### src/rtl/core/pidfd_pkg.sv
// ----------------------------------------------------------------------------
// pidfd_pkg
// shared types, codes and saturating fixed-point helpers for the pid core
// ----------------------------------------------------------------------------
package pidfd_pkg;

	localparam int DATA_W    = 32;
	localparam int FRAC_W    = 16;
	localparam int PROD_W    = 2 * DATA_W;
	localparam int CFG_IDX_W = 3;

	typedef logic signed [DATA_W-1:0] data_t;
	typedef logic signed [PROD_W-1:0] prod_t;

	localparam data_t DATA_MAX = {1'b0, {(DATA_W-1){1'b1}}};
	localparam data_t DATA_MIN = {1'b1, {(DATA_W-1){1'b0}}};
	localparam data_t GAIN_ONE = data_t'(1) <<< FRAC_W;

	localparam logic signed [PROD_W:0] RND_HALF    = (PROD_W+1)'(1) <<< (FRAC_W-1);
	localparam logic signed [PROD_W:0] RND_HALF_M1 = RND_HALF - (PROD_W+1)'(1);

	// register indexes
	localparam logic [CFG_IDX_W-1:0] CFG_PROP_GAIN   = 3'd0;
	localparam logic [CFG_IDX_W-1:0] CFG_INTEG_COEFF = 3'd1;
	localparam logic [CFG_IDX_W-1:0] CFG_DERIV_POLE  = 3'd2;
	localparam logic [CFG_IDX_W-1:0] CFG_DERIV_GAIN  = 3'd3;
	localparam logic [CFG_IDX_W-1:0] CFG_OUT_MIN     = 3'd4;
	localparam logic [CFG_IDX_W-1:0] CFG_OUT_MAX     = 3'd5;
	localparam logic [CFG_IDX_W-1:0] CFG_RUN_MODE    = 3'd6;
	localparam logic [CFG_IDX_W-1:0] CFG_FREEZE_MODE = 3'd7;

	localparam logic       OP_EVAL  = 1'b0;
	localparam logic       OP_CLEAR = 1'b1;

	localparam logic       RUN_AUTO  = 1'b0;
	localparam logic       RUN_TRACK = 1'b1;

	localparam logic [1:0] FRZ_NONE = 2'd0;
	localparam logic [1:0] FRZ_UP   = 2'd1;
	localparam logic [1:0] FRZ_DOWN = 2'd2;

	localparam logic [1:0] SAT_NONE = 2'd0;
	localparam logic [1:0] SAT_HIGH = 2'd1;
	localparam logic [1:0] SAT_LOW  = 2'd2;

	typedef struct packed {
		data_t      prop_gain;
		data_t      integ_coeff;
		data_t      deriv_pole;
		data_t      deriv_gain;
		data_t      out_min;
		data_t      out_max;
		logic       run_mode;
		logic [1:0] freeze_mode;
	} cfg_t;

	function automatic data_t sat_add(data_t a, data_t b);
		logic [DATA_W:0] s;
		s = {a[DATA_W-1], a} + {b[DATA_W-1], b};
		if (s[DATA_W] != s[DATA_W-1])
			return s[DATA_W] ? DATA_MIN : DATA_MAX;
		return data_t'(s[DATA_W-1:0]);
	endfunction

	function automatic data_t sat_sub(data_t a, data_t b);
		logic [DATA_W:0] s;
		s = {a[DATA_W-1], a} - {b[DATA_W-1], b};
		if (s[DATA_W] != s[DATA_W-1])
			return s[DATA_W] ? DATA_MIN : DATA_MAX;
		return data_t'(s[DATA_W-1:0]);
	endfunction

	// round to nearest, ties away from zero, then saturate
	function automatic data_t round_prod(prod_t p);
		logic signed [PROD_W:0]        r;
		logic        [PROD_W-FRAC_W:0] q;
		logic        [PROD_W-FRAC_W:DATA_W-1] hi;
		r  = $signed({p[PROD_W-1], p}) + (p[PROD_W-1] ? RND_HALF_M1 : RND_HALF);
		q  = r[PROD_W:FRAC_W];
		hi = q[PROD_W-FRAC_W:DATA_W-1];
		if ((&hi) || !(|hi))
			return data_t'(q[DATA_W-1:0]);
		return q[PROD_W-FRAC_W] ? DATA_MIN : DATA_MAX;
	endfunction

	function automatic data_t mul_round(data_t a, data_t b);
		prod_t p;
		p = a * b;
		return round_prod(p);
	endfunction

endpackage

### src/rtl/core/pidfd_cfg_regs.sv
// ----------------------------------------------------------------------------
// pidfd_cfg_regs
// configuration register file, written through a plain indexed write port
// ----------------------------------------------------------------------------
module pidfd_cfg_regs (
	input  logic                             clk,
	input  logic                             arst_n,
	input  logic                             cfg_wr_en,
	input  logic [pidfd_pkg::CFG_IDX_W-1:0]  cfg_index,
	input  logic [pidfd_pkg::DATA_W-1:0]     cfg_wdata,
	output pidfd_pkg::cfg_t                  cfg
);
	import pidfd_pkg::*;

	cfg_t cfg_q;

	always_ff @(posedge clk or negedge arst_n) begin
		if (!arst_n) begin
			cfg_q.prop_gain   <= GAIN_ONE;
			cfg_q.integ_coeff <= '0;
			cfg_q.deriv_pole  <= '0;
			cfg_q.deriv_gain  <= '0;
			cfg_q.out_min     <= DATA_MIN;
			cfg_q.out_max     <= DATA_MAX;
			cfg_q.run_mode    <= RUN_AUTO;
			cfg_q.freeze_mode <= FRZ_NONE;
		end else if (cfg_wr_en) begin
			case (cfg_index)
				CFG_PROP_GAIN:   cfg_q.prop_gain   <= data_t'(cfg_wdata);
				CFG_INTEG_COEFF: cfg_q.integ_coeff <= data_t'(cfg_wdata);
				CFG_DERIV_POLE:  cfg_q.deriv_pole  <= data_t'(cfg_wdata);
				CFG_DERIV_GAIN:  cfg_q.deriv_gain  <= data_t'(cfg_wdata);
				CFG_OUT_MIN:     cfg_q.out_min     <= data_t'(cfg_wdata);
				CFG_OUT_MAX:     cfg_q.out_max     <= data_t'(cfg_wdata);
				CFG_RUN_MODE:    cfg_q.run_mode    <= cfg_wdata[0];
				CFG_FREEZE_MODE: cfg_q.freeze_mode <= cfg_wdata[1:0];
				default: begin
				end
			endcase
		end
	end

	assign cfg = cfg_q;

endmodule

### config.mk
export PLATFORM = sky130hd
export DESIGN_NAME = pidfd_cfg_regs
export DESIGN_NICKNAME = d
export VERILOG_FILES = /design/src/rtl/core/pidfd_pkg.sv /design/src/rtl/core/pidfd_cfg_regs.sv
export SDC_FILE = /design/constraint.sdc
export NUM_CORES = 1
export LEC_CHECK = 0
export ABC_CLOCK_PERIOD_IN_PS = 1070
export BUFFER_PORTS_ARGS = -buffer_cell sky130_fd_sc_hd__buf_2
export CORE_UTILIZATION = 35
export CTS_BUF_LIST = sky130_fd_sc_hd__clkbuf_2
export DETAILED_ROUTE_END_ITERATION = 12
export GPL_ROUTABILITY_DRIVEN = 0
export SLEW_MARGIN = 30
export SYNTH_ARGS = -nofsm -noshare
export SYNTH_HDL_FRONTEND = slang
export SYNTH_SLANG_ARGS = --single-unit
### constraint.sdc
create_clock -name clk -period 1.07 [get_ports clk]
set_clock_uncertainty 0.2 [all_clocks]
set_input_delay 0.214 -clock clk [delete_from_list [all_inputs] [get_ports clk]]
set_output_delay 0.214 -clock clk [all_outputs]
set_load 0.01 [all_outputs]
[Yosys cells after proc, flatten, opt, wreduce, memory -nomap -nowiden]
Index checks and enable logic that the tools add are counted.
Storage, ports and cells
  register bits: 195
  input port bits: 38
  output and inout bits: 195
  word-level logic and storage cells: 24
Operators by class
  equal/unequal tests: 7
  reduce and logical (&&, ||, !) cells: 9
Operators with widths (number)
  $reduce_and A2 Y1: 8
  $eq A3 B3 Y1 const B: 4
  $eq A3 B2 Y1 const B: 2
  $eq A3 B1 Y1 const B: 1
  $logic_not A3 Y1: 1

[Logic depth before layout (Yosys ltp)]
Gate-level depths: netlist (run 1).
  depth after elaboration: 2
  mapped depth: 5
  mapped depth without buffers: 2

[Least setup slack after synthesis (run 1)]
OpenSTA, ideal clock, no wires.
  kind: input -> register
  start point: input port cfg_index[0] (netlist bit)
  end point: register cfg_q, in the netlist cfg[180]
  setup time: 0.125 ns
  arrival: 1.297 ns
  required time: 0.745 ns
  setup slack: -0.552 ns
  stages on the path: 4
  buffers on the path: 2
  cell sequence: buf_2 nor4b_4 buf_6 mux2_2
On the way
  cells in the longest elaborated chain, start to end: 2
Ends and longest elaborated chain
  start, declared: line pidfd_cfg_regs.sv:9  | input logic [pidfd_pkg::CFG_IDX_W-1:0] cfg_index,
  $logic_not A3 Y1: line pidfd_cfg_regs.sv:28  | case (cfg_index)
  $reduce_and A2 Y1 (no line)
  end, declared: line pidfd_cfg_regs.sv:15  | cfg_t cfg_q;
Every way passes these cells.
A chain may end at the register's enable or synchronous reset.

[Worst setup path after layout (run 1)]
  start point: register cfg_q, in the netlist cfg[24]
  end point: output port cfg[24] (netlist bit)
RTL lines
  end, declared: line pidfd_cfg_regs.sv:11  | output pidfd_pkg::cfg_t cfg
No word-level cell between the ends.

==> results of run 1 <==
worst max-delay path by stage:
stage,start,to
floorplan,cfg_index[2],cfg[180]
global placement,cfg_wr_en,cfg[8]
detailed placement,cfg_index[0],cfg[178]
CTS,cfg[18],cfg[18]
global route,cfg[11],cfg[11]
finish,cfg[24],cfg[24]
placed cells by master (no fill, tap or decap), types with 2 or more instances in the layout:
master         Yosys  routed
buf_4              0      29
clkinvlp_4         0       4
buf_6             12     135
inv_8              0       3
clkbuf_2           2      17
clkinv_1           0       3
mux2_1            15       4
dfrtp_1          162     162
dfstp_2           33      33
bufinv_16          0       4
mux2_2           180     105
nor4bb_4           0       3
dlygate4sd3_1      0      37
buf_2             11     146
clkbuf_4           0       3
nand4b_1           3       3
mux2_4             0      86
buf_12             0      12
diode_2            0       2
report_power, final:
part	leakage, nW	switching (mW)	internal [mW]
sequential	2.29	1.10	9.19
combinational	2.96	2.64	4.61
clock	0.155	2.61	1.56
per-layer routing:
layer / routed length [um] / part of all wire
met5: 0 / 0
met4: 427 / 0.021
met3: 982 / 0.049
met2: 10100 / 0.51
met1: 8420 / 0.42
timing repair:
item | CTS | global route
endpoints found under the setup margin | 195 | 334
buffers inserted | 51 | 32
endpoints found under the hold margin | 390 | 295
pin swaps | 0 | 1
cloned | 0 | 1
gates resized for setup | 76 | 74
hold buffers | 37 | 1
layout make-up:
class	instances	area [um^2]	area share
diodes	2	5.00	0.000442
well taps	270	338	0.0298
flip-flops and latches	195	4920	0.434
clock inverters	15	204	0.0180
repair buffers	364	3130	0.276
clock buffers	17	85.1	0.00751
multi-input cells	203	2650	0.234
logic make-up after synthesis:
| logic type | Yosys count |
|---|---|
| flip-flops | 195 |
| buffers and inverters | 25 |
| multiplexers | 195 |
| AND/OR/NAND/NOR | 8 |
stage by stage:
stage / power, mW / cell area, um^2 / hold slack [ns] / utilization
final: 21.7 / 11300 / -0.308 / 0.553
after global routing: 22.8 / 11300 / -0.403 / 0.553
after CTS: 21.2 / 10900 / -0.392 / 0.531
after detailed placement: 15.5 / 9410 / -0.0634 / 0.459
after global placement: 15.3 / 9410 / -0.0578 / 0.459
after floorplan: 12.9 / 7800 / -0.282 / -
==> qor.csv, run 1 <==
metric,value,unit
status,"finished, violations left",
violations,"hold timing, setup timing",
critPathMaxStageDelay,0.62,ns
wirelength,19900,um
grt_antenna_before_repair,2,
leakage,5.41,nW
cp_max_fo,2,
synth_top_cell_by_area,dfrtp_1,
min_path_type,input port to async pin,
synth-main-ff-cell,dfrtp_1,
crit_type,register to primary output,
dp.cells,927,
grt_max_degree,33,
yosysSeqAreaShare,0.665,
tritoncts,built,
yosys.area_share.simple,0.0117,
crit_buf_inv,1,
cp-start-kind,register,
ant_nets,0,
cts-root-buf,clkbuf_2,
clk_pin_slew_worst_paths,0.28,ns
grt_util_met3,0.0472,
ys_top_cells_by_count,"mux2_2, dfrtp_1, dfstp_2, mux2_1, buf_6",
crit_arrival,1.46,ns
dr.pass1.iters,4,
ir_worst_vdd,0.770,mV
period_share,1.75,
die_w,147,um
dp_worst_setup_slack,-0.730,ns
grt_pass1_wl,30400,um
synth_area,7400,um^2
drc,0,
grt_pass1_vias,5453,
port_buffers,232,
synth-edff-count,0,
h-tree-depth,4,
worst_slack,-0.806,ns
final_nets,819,
core_area,20500,um^2
finalSetupTns,-176.13,ns
largest_reg_flops,195,
synthArstFlopShare,1.00,
avgSynthCellArea,17.5,um^2
overflow,0,
pin_count,233,
r2r_end,cfg[135],
gr-usage-met2,0.312,
yosysMostFrequentCell,mux2_2,
drt_iter0_drc,119,
finalSetupViolations,343,
numCtsBuffers,17,
synthXorXnorAreaFrac,0,
start_util,0.361,
cap_violations,0,
dr_total_vias,4988,
syn_inst,423,
yosysUniqueCellTypes,11,
grt-busiest-layer,met2,
area_growth,53.1,%
rr_worst_depth,3,
dp_hpwl,13000,um
syn_nets,461,
synth_area_leaders,"dfrtp_1, mux2_2, dfstp_2",
cts.sinks,195,
cp.required,0.66,ns
gr-usage-all-layers,0.184,
synth_compound_area_frac,0,
stdcell_count,1066,
slowest_stage,dfstp_2,
wl_per_cell,18.7,um
synthAdderAreaFrac,0,
crit_chain,buf_6,
detail_route.vias_per_cell,4.68,
r2r-start,cfg[135],
die_h,147,um
tightest_slew,0.447,ns
yosysTopAreaCellShare,0.548,
synth_top_family_by_area,multiplexers,
yosys_warnings,0,
die_area,21700,um^2
r2r_slack,-0.15,ns
cts_buffer_depth,2,
synth.area.mux_share,0.297,
placementRows,52,
grt_use_met1,0.224,
whs,-0.308,ns
slew-limit-headroom,0.702,
fmax,533,MHz
slew_violations,0,
fin_crit,1.88,ns
power_density,1920,nW/um^2
n_fill_cell,1665,
cp.depth,1,
drive_gt1_frac,0.736,
critPathCaptureType,primary output,
ys_ff_latch,195,
crit_family,flip-flops,
clk_latency,0.71,ns
rsz0062_at_grt,true,
hold_violations,221,
(Power assumes the default switching activity.)
==> inputs of run 2 (changes only) <==
--- a/config.mk
+++ b/config.mk
@@ -5,7 +5,7 @@
 export SDC_FILE = /design/constraint.sdc
 export NUM_CORES = 1
 export LEC_CHECK = 0
-export ABC_CLOCK_PERIOD_IN_PS = 1070
+export ABC_AREA = 1
 export BUFFER_PORTS_ARGS = -buffer_cell sky130_fd_sc_hd__buf_2
 export CORE_UTILIZATION = 35
 export CTS_BUF_LIST = sky130_fd_sc_hd__clkbuf_2
==> run 2 against run 1 <==
  * The run still ends with hold timing, setup timing left
  * Sequential share of layout area fell by 2.1 points
  * Power shrank 9.1%
  * Clock-buffer cell count is 2 higher
  * Highest routed layer unchanged
  * Worst hold slack improved by 0.049 ns
  * Via count is 47% higher
  * Final area grew 5.0%
  * Die area up 2.9%
  * Fmax fell by 1.9%
==> qor.csv, run 2 <==
metric,value,unit,change
gr-usage-all-layers,0.239,,+0.0556
die_w,150,um,+1.4%
tightest_slew,0.457,ns,+0.0100 ns
cp.depth,1,,unchanged
yosysSeqAreaShare,0.646,,-0.0189
cp_max_fo,2,,unchanged
rr_worst_depth,4,,+1
critPathMaxStageDelay,0.64,ns,+0.02 ns
rsz0062_at_grt,true,,
overflow,0,,unchanged
synth_top_cell_by_area,dfrtp_1,,
yosysTopAreaCellShare,0.532,,-0.0156
grt_pass1_wl,40400,um,+33%
critPathCaptureType,primary output,,
whs_path_depth,5,,
synth_area,7620,um^2,+2.9%
whs,-0.260,ns,+0.0485 ns
cts.sinks,195,,unchanged
syn_inst,856,,+100%
min_path_type,input port to register,,
ys_ff_latch,195,,unchanged
yosys_warnings,0,,unchanged
area_growth,56.2,%,
numCtsBuffers,17,,unchanged
synth-main-ff-cell,dfrtp_1,,
yosysUniqueCellTypes,12,,+1
pin_count,233,,unchanged
dp_hpwl,16700,um,+28%
synth-edff-count,0,,unchanged
cap_violations,0,,unchanged
power_density,1660,nW/um^2,-13%
h-tree-depth,4,,unchanged
drc,0,,unchanged
dp.cells,1365,,+47%
avgSynthCellArea,8.90,um^2,-49%
worst_slack,-0.841,ns,-0.0356 ns
placementRows,53,,+1.9%
finalSetupTns,-135.19,ns,+40.94 ns
ir_worst_vdd,0.773,mV,+0.38%
drive_gt1_frac,0.365,,-0.371
slew_violations,0,,unchanged
syn_nets,894,,+94%
violations,"hold timing, setup timing",,
fin_crit,1.91,ns,+0.0356 ns
wirelength,26800,um,+34%
dr_total_vias,7341,,+47%
synthArstFlopShare,1.00,,unchanged
start_util,0.360,,-0.00103
stdcell_count,1545,,+45%
layout_commonest_cell,nand2_1,,
wl_per_cell,17.3,um,-7.2%
synth_area_leaders,"dfrtp_1, nand2_1, dfstp_2",,
die_area,22400,um^2,+2.9%
grt_max_degree,35,,+6.1%
crit_buf_inv,1,,unchanged
cts-root-buf,clkbuf_2,,
cp.required,0.66,ns,about the same
final_nets,1294,,+58%
detail_route.vias_per_cell,4.75,,+1.5%
final_util,0.563,,+0.00973
dr.pass1.iters,5,,+1
period_share,1.79,,+0.0333
die_h,150,um,+1.4%
final_area,11900,um^2,+5.0%
drt_iter0_drc,398,,+230%
clk_latency,0.72,ns,about the same
status,"finished, violations left",,
fmax,523,MHz,-1.9%
yosysMostFrequentCell,nand2_1,,
tritoncts,built,,
slew-limit-headroom,0.696,,-0.00670
clk_pin_slew_worst_paths,0.29,ns,about the same
hold_buffers,69,,+86%
grt_antenna_before_repair,1,,-1
slowest_stage,dfstp_2,,
crit_type,register to primary output,,
crit_chain,buf_6,,
most-common-layout-cells,"nand2_1, dfrtp_1, buf_2",,
placed_area,9550,um^2,+1.5%
crit_family,flip-flops,,
ant_nets,0,,unchanged
port_buffers,232,,unchanged
largest_reg_flops,195,,unchanged
ys_top_cells_by_count,"nand2_1, dfrtp_1, nand3_1, buf_2, dfstp_2",,
hold_violations,195,,-12%
grt_pass1_vias,7153,,+31%
report.power.total,19.7,mW,-9.1%
dp_worst_setup_slack,-0.361,ns,+0.370 ns
cts_buffer_depth,2,,unchanged
finalSetupViolations,274,,-20%
leakage,6.65,nW,+23%
core_area,21200,um^2,+3.2%
crit_arrival,1.50,ns,+0.04 ns
cp-start-kind,register,,
run 2: report_power, final:
group / switching, mW / total [mW] / internal, mW
registers: 0.951 / 9.87 / 8.92
logic: 2.91 / 6.23 / 3.32
clock network: 2.56 / 3.65 / 1.08
total: 6.42 / 19.7 / 13.3
run 2: path summary, 6_finish.rpt:
kind                         startpoint  endpoint  slack (ns)
max                             cfg[22]   cfg[22]       -0.84
min                        cfg_index[1]    cfg[1]       -0.26
max reg2reg                      cfg[6]    cfg[6]       -0.03
min reg2reg                     cfg[28]   cfg[28]        0.29
max in group asynchronous        arst_n   cfg[13]       -0.01
min in group asynchronous        arst_n  cfg[112]        0.21
run 2: routing by layer:
metal,global-route usage,share of wire,vias to the layer above
met4,0.0750,0.015,0
met3,0.0479,0.062,27
met1,0.320,0.43,3556
met5,0,0,-
li1,-,-,3488
met2,0.390,0.49,270
run 2: layout make-up:
type,count,area (um^2)
clock buffers,19,95.1
clock inverters,13,135
inverters,6,22.5
fillers,1874,9250
repair buffers,432,3850
diodes,1,2.50
well taps,275,344
multi-input cells,604,2530
flip-flops and latches,195,4920
run 2: what timing repair did:
action | in CTS | in global routing
endpoints found under the hold margin | 390 | 195
pin swaps | 0 | 13
setup buffers | 45 | 42
gates cloned | 0 | 5
endpoints found under the setup margin | 195 | 410
gates resized for setup | 60 | 107
run 2: kinds of logic (layout without fill, tap and decap cells):
group	after synthesis	count (layout)	synth area share
DFF	195	195	0.646
other	0	1	0
and+or+nand+nor	604	604	0.321
buffers and inverters	57	470	0.0335
